--- src/sv/wio_pkg.sv ---
// ----------------------------------------------------------------------------
// wio_pkg
// Shared types and constants for the wheel/IMU odometry integrator.
// ----------------------------------------------------------------------------
package wio_pkg;

  localparam logic OP_WHEEL = 1'b0;
  localparam logic OP_IMU   = 1'b1;

  localparam logic signed [33:0] PI_Q29    = 34'sd1686629713;
  localparam logic signed [33:0] TWO_PI_Q29 = 34'sd3373259426;
  localparam logic signed [33:0] PI_Q30    = 34'sd3373259426;
  localparam logic signed [33:0] HALF_PI_Q30 = 34'sd1686629713;
  localparam logic signed [33:0] GAIN_Q30  = 34'sh026DD3B6A;
  localparam logic signed [47:0] POS_MAX   = 48'sh7FFFFFFFFFFF;
  localparam logic signed [47:0] POS_MIN   = 48'sh800000000000;

  typedef struct packed {
    logic        operation;
    logic [31:0] delta_right;
    logic [31:0] delta_left;
    logic [31:0] delta_time;
    logic [31:0] yaw_rate_in;
    logic [31:0] stamp_in;
  } item_t;

  typedef struct packed {
    logic [47:0] pos_x;
    logic [47:0] pos_y;
    logic [31:0] heading;
    logic [31:0] forward_speed;
    logic [31:0] heading_rate;
    logic [31:0] stamp_out;
    logic        zero_time_fault;
  } result_t;

  function automatic logic signed [33:0] atan_q30(input logic [4:0] i);
    logic [31:0] v;
    unique case (i)
      5'd0: v = 32'h3243F6A8;  5'd1: v = 32'h1DAC6705;
      5'd2: v = 32'h0FADBAFC;  5'd3: v = 32'h07F56EA6;
      5'd4: v = 32'h03FEAB76;  5'd5: v = 32'h01FFD55B;
      5'd6: v = 32'h00FFFAAA;  5'd7: v = 32'h007FFF55;
      5'd8: v = 32'h003FFFEA;  5'd9: v = 32'h001FFFFD;
      5'd10: v = 32'h000FFFFF; 5'd11: v = 32'h0007FFFF;
      5'd12: v = 32'h0003FFFF; 5'd13: v = 32'h0001FFFF;
      5'd14: v = 32'h0000FFFF; 5'd15: v = 32'h00007FFF;
      5'd16: v = 32'h00003FFF; 5'd17: v = 32'h00001FFF;
      5'd18: v = 32'h00000FFF; 5'd19: v = 32'h000007FF;
      5'd20: v = 32'h000003FF; 5'd21: v = 32'h000001FF;
      5'd22: v = 32'h000000FF; 5'd23: v = 32'h0000007F;
      5'd24: v = 32'h0000003F; 5'd25: v = 32'h0000001F;
      5'd26: v = 32'h0000000F; 5'd27: v = 32'h00000007;
      5'd28: v = 32'h00000003; 5'd29: v = 32'h00000001;
      default: v = 32'h0;
    endcase
    return signed'({2'b00, v});
  endfunction

endpackage

--- src/sv/wio_front.sv ---
// ----------------------------------------------------------------------------
// wio_front
// Input side: accepts items, keeps the yaw rate, queues wheel items.
// ----------------------------------------------------------------------------
module wio_front import wio_pkg::*; (
  input  logic        clk,
  input  logic        rst,
  input  logic        in_valid,
  output logic        in_ready,
  input  item_t       in_item,
  output logic        q_valid,
  input  logic        q_take,
  output item_t       q_item
);

  // two-entry queue; operation field reused to carry nothing (wheel only),
  // yaw_rate_in field carries the rate in force for this wheel item
  item_t      mem [2];
  logic       wr_ptr, rd_ptr;
  logic [1:0] count;
  logic [31:0] rate;
  logic       push, pop;
  item_t      entry;

  assign in_ready = (count != 2'd2);
  assign push = in_valid && in_ready && (in_item.operation == OP_WHEEL);
  assign pop  = q_take && q_valid;
  assign q_valid = (count != 2'd0);
  assign q_item  = mem[rd_ptr];

  always_comb begin
    entry = in_item;
    entry.yaw_rate_in = rate;
  end

  always_ff @(posedge clk) begin
    if (rst) begin
      wr_ptr <= 1'b0;
      rd_ptr <= 1'b0;
      count  <= 2'd0;
      rate   <= '0;
    end else begin
      if (in_valid && in_ready && in_item.operation == OP_IMU) begin
        rate <= in_item.yaw_rate_in;
      end
      if (push) wr_ptr <= ~wr_ptr;
      if (pop) rd_ptr <= ~rd_ptr;
      count <= count + {1'b0, push} - {1'b0, pop};
    end
    if (push) mem[wr_ptr] <= entry;
  end

endmodule

--- config.mk ---
export PLATFORM = sky130hd
export DESIGN_NAME = wio_front
export DESIGN_NICKNAME = d
export VERILOG_FILES = /design/src/sv/wio_pkg.sv /design/src/sv/wio_front.sv
export SDC_FILE = /design/constraint.sdc
export NUM_CORES = 1
export LEC_CHECK = 0
export BUFFER_PORTS_ARGS = -buffer_cell sky130_fd_sc_hd__buf_2
export CELL_PAD_IN_SITES_DETAIL_PLACEMENT = 0
export CELL_PAD_IN_SITES_GLOBAL_PLACEMENT = 2
export CORE_AREA = 5 5 219 221
export CTS_CLUSTER_SIZE = 14
export DETAILED_ROUTE_END_ITERATION = 7
export DIE_AREA = 0 0 224 226
export GPL_TIMING_DRIVEN = 0
export PLACE_DENSITY_LB_ADDON = 0.1
export SLEW_MARGIN = 10
export SYNTH_ARGS = -nofsm -noshare
export SYNTH_HDL_FRONTEND = slang
export SYNTH_SLANG_ARGS = --single-unit
--- constraint.sdc ---
create_clock -name clk -period 9.2 [get_ports clk]
set_clock_uncertainty 0.1 [all_clocks]
set_input_delay 0.46 -clock clk [delete_from_list [all_inputs] [get_ports clk]]
set_output_delay 0.46 -clock clk [all_outputs]
set_load 0.02 [all_outputs]
==> flow_summary.toml <==
[status]
status = "complete, no violations"

[clocking]
clkTransAtPathRegs_ns = 0.06
clock_sink_total = 359
cts.root.buffer_cell = "clkbuf_16"
tritoncts = "built"
clk_latency_ns = 0.55
numCtsBuffers = 42
clock_tree.htree_level_count = 2
deepest_clock_path_buffer_count = 3

[sta]
fin_crit_sh = 0.288
slew_violations = 0
finalHoldViolations = 0
setup-violations-final = 0
hold-worst-slack_ns = 0.0534
worst-slew-pin-transition_ns = 0.699
rsz0062_at_grt = "no"
timing.final.ws_setup_ns = 6.55
post-route-min-period_ns = 2.65
maxClockFrequency_mhz = 378
worst_slew_margin_rel = 0.534

[grt]
grt_start_max_net_pins = 49
groute.usage.overall = 0.127
via_count_of_the_first_global_routing_pass = 8066
grt_pass1_wl_um = 49200
antenna_violations_before_repair = 6
overflow = 0

[routing]
drt_pre_antenna_iters = 4
initialDrtViolationCount = 291
drt_drc_violations_left = 0
drtAntennaViolNets = 0
detail_route.wl_per_cell_um = 18.3
detail_route.vias_per_cell = 4.18
totalWireLength_um = 33200
dr_total_vias = 7580

[finish]
n_fill_cell = 4394
layout.nets = 1345
syn_to_final_growth_pct = 40.2
layoutNonFillerInstCount = 1813
final_area_mm2 = 0.0183
drive_gt1_frac = 0.498

[logic_synthesis]
yosysWarnings = 0
synth.ff_latch_count = 359
synthCells = 669
synth_cell_types = 24
synth_seq_area_share = 0.797
mappedNetlistNets = 835
syn_area_per_cell_um2 = 19.5
synth.cell_area_mm2 = 0.0131

[die]
placeableCoreArea_mm2 = 0.0460
start_util = 0.284
core.rowCount = 79
die_h_um = 226
die_area_mm2 = 0.0506
top_level_ports = 328
fp.dieW_um = 224

[critical_path]
cp.arrival_ns = 2.81
worst-setup-path-type = "reg2reg"
worstPathCellList = "inv_1 > a21oi_1 > nor2b_4 > buf_12 > buf_16 > buf_16 > buf_16"
critical-path-slowest-cell = "nor2b_4"
cp_common_cell = "buf_16"
cp.required_ns = 9.36
crit_path_max_fanout = 18
start_kind = "flop"
endpoint_kind = "flop"
worst_path_largest_cell_delay_ns = 0.61

[placement]
globalplace.congestion = 0.687
numPortBuffers = 327
place_inst = 1614
pre_cts_ws_ns = 6.17
dp_hpwl_um = 22700
placement.cell_area_mm2 = 0.0157

[power_and_ir_drop]
power.static_leakage_uw = 0.00676
max-vdd-ir-drop_uv = 108
power_uw = 4690
power_density_mw_per_mm2 = 256

[flow_run]
maxCapViolations = 0

[hold_path]
hold_path.class = "in2reg"
==> logic make-up after synthesis <==
family	Yosys count	share of synthesized area
AO/OA/AOI/OAI	35	0.0183
multiplexers	162	0.140
adder cells (fa/ha/maj)	1	0.000957
XOR/XNOR	3	0.00201
buffers and inverters	30	0.0178
AND/OR/NAND/NOR	79	0.0247
flip-flops	359	0.797
==> power by group <==
part | switching [uW] | internal, uW | total, uW
sequential | 28.3 | 1900 | 1930
combinational | 679 | 494 | 1170
clock | 627 | 959 | 1590
==> per-stage QoR <==
| stage | setup TNS, ns | utilization |
|---|---|---|
| finish | 0 | 0.399 |
| detailed placement | 0 | 0.342 |
| floorplan | 0 | - |
| global placement | -930.31 | 0.336 |
| global route | 0 | 0.399 |
| CTS | 0 | 0.398 |
==> layer usage <==
metal | track usage | wire length, um | up-vias
li1 | - | - | 3585
met1 | 0.164 | 14500 | 3710
met2 | 0.206 | 15700 | 217
met3 | 0.0450 | 2310 | 58
met4 | 0.0344 | 686 | 10
met5 | 0 | 62 | -
==> layout make-up <==
type | count | area [um^2] | area share
flip-flops and latches | 359 | 10400 | 0.568
repair buffers | 466 | 3180 | 0.173
multi-input cells | 280 | 2430 | 0.133
clock buffers | 56 | 1150 | 0.0631
well taps | 607 | 759 | 0.0415
plain buffers | 29 | 229 | 0.0125
clock inverters | 14 | 146 | 0.00799
inverters | 1 | 3.75 | 0.000205
diodes | 1 | 2.50 | 0.000137
==> path summary, 6_finish.rpt <==
path	from	end	slack, ns	cells past startpoint
setup / recovery	count[0]	mem[0][138]	6.55	7
hold / removal	in_item[49]	rate[17]	0.05	3
setup reg to reg	count[0]	mem[0][138]	6.55	7
hold reg to reg	rate[22]	mem[0][54]	0.35	0
==> critical path: cells and delay by family (launching register included) <==
kind	cells	cell delay, ns
buf+inv	5	0.82
compound gates	1	0.40
simple gates	1	0.61
flops	1	0.40
==> cells in the final DEF, fill, tap and decap left out, drive strengths merged, types with 2 or more instances in the layout <==
cell type | Yosys | layout
a21oi | 33 | 33
buf | 26 | 364
bufinv | 0 | 3
clkbuf | 3 | 59
clkinv | 0 | 9
dfxtp | 37 | 37
dlygate4sd3 | 0 | 128
edfxtp | 322 | 322
inv | 1 | 3
mux2 | 162 | 162
nand2 | 65 | 65
nand2b | 2 | 2
nor2 | 4 | 4
nor2b | 4 | 4
xnor2 | 2 | 2
==> sequential cells by signal, summed over array words and instances, names as in the netlist, named ones only <==
register / count
count: 2
rd_ptr: 1
wr_ptr: 1
rate: 32
mem: 322
==> synth_stat cells (all sizes together) <==
library cell,instances,area share
and3,1,0.00048
mux2,162,0.14
a32oi,1,0.00067
clkbuf,3,0.00086
edfxtp,322,0.74
nand2,65,0.019
a21oi,33,0.017
xnor2,2,0.0013
nor2b,4,0.0019
buf,26,0.017
nor2,4,0.0011
and2,1,0.00048
nand3,1,0.00038
or2,1,0.00048
dfxtp,37,0.057
xor2,1,0.00067
o21ai,1,0.00038
inv,1,0.00029
nand2b,2,0.0011
ha,1,0.00096
==> repair_timing <==
action	CTS	global route
setup buffers	0	0
endpoints found under the hold margin	256	0
hold buffers	128	0
gates resized for setup	0	0
No activity file was read; power rests on OpenSTA's default activity.
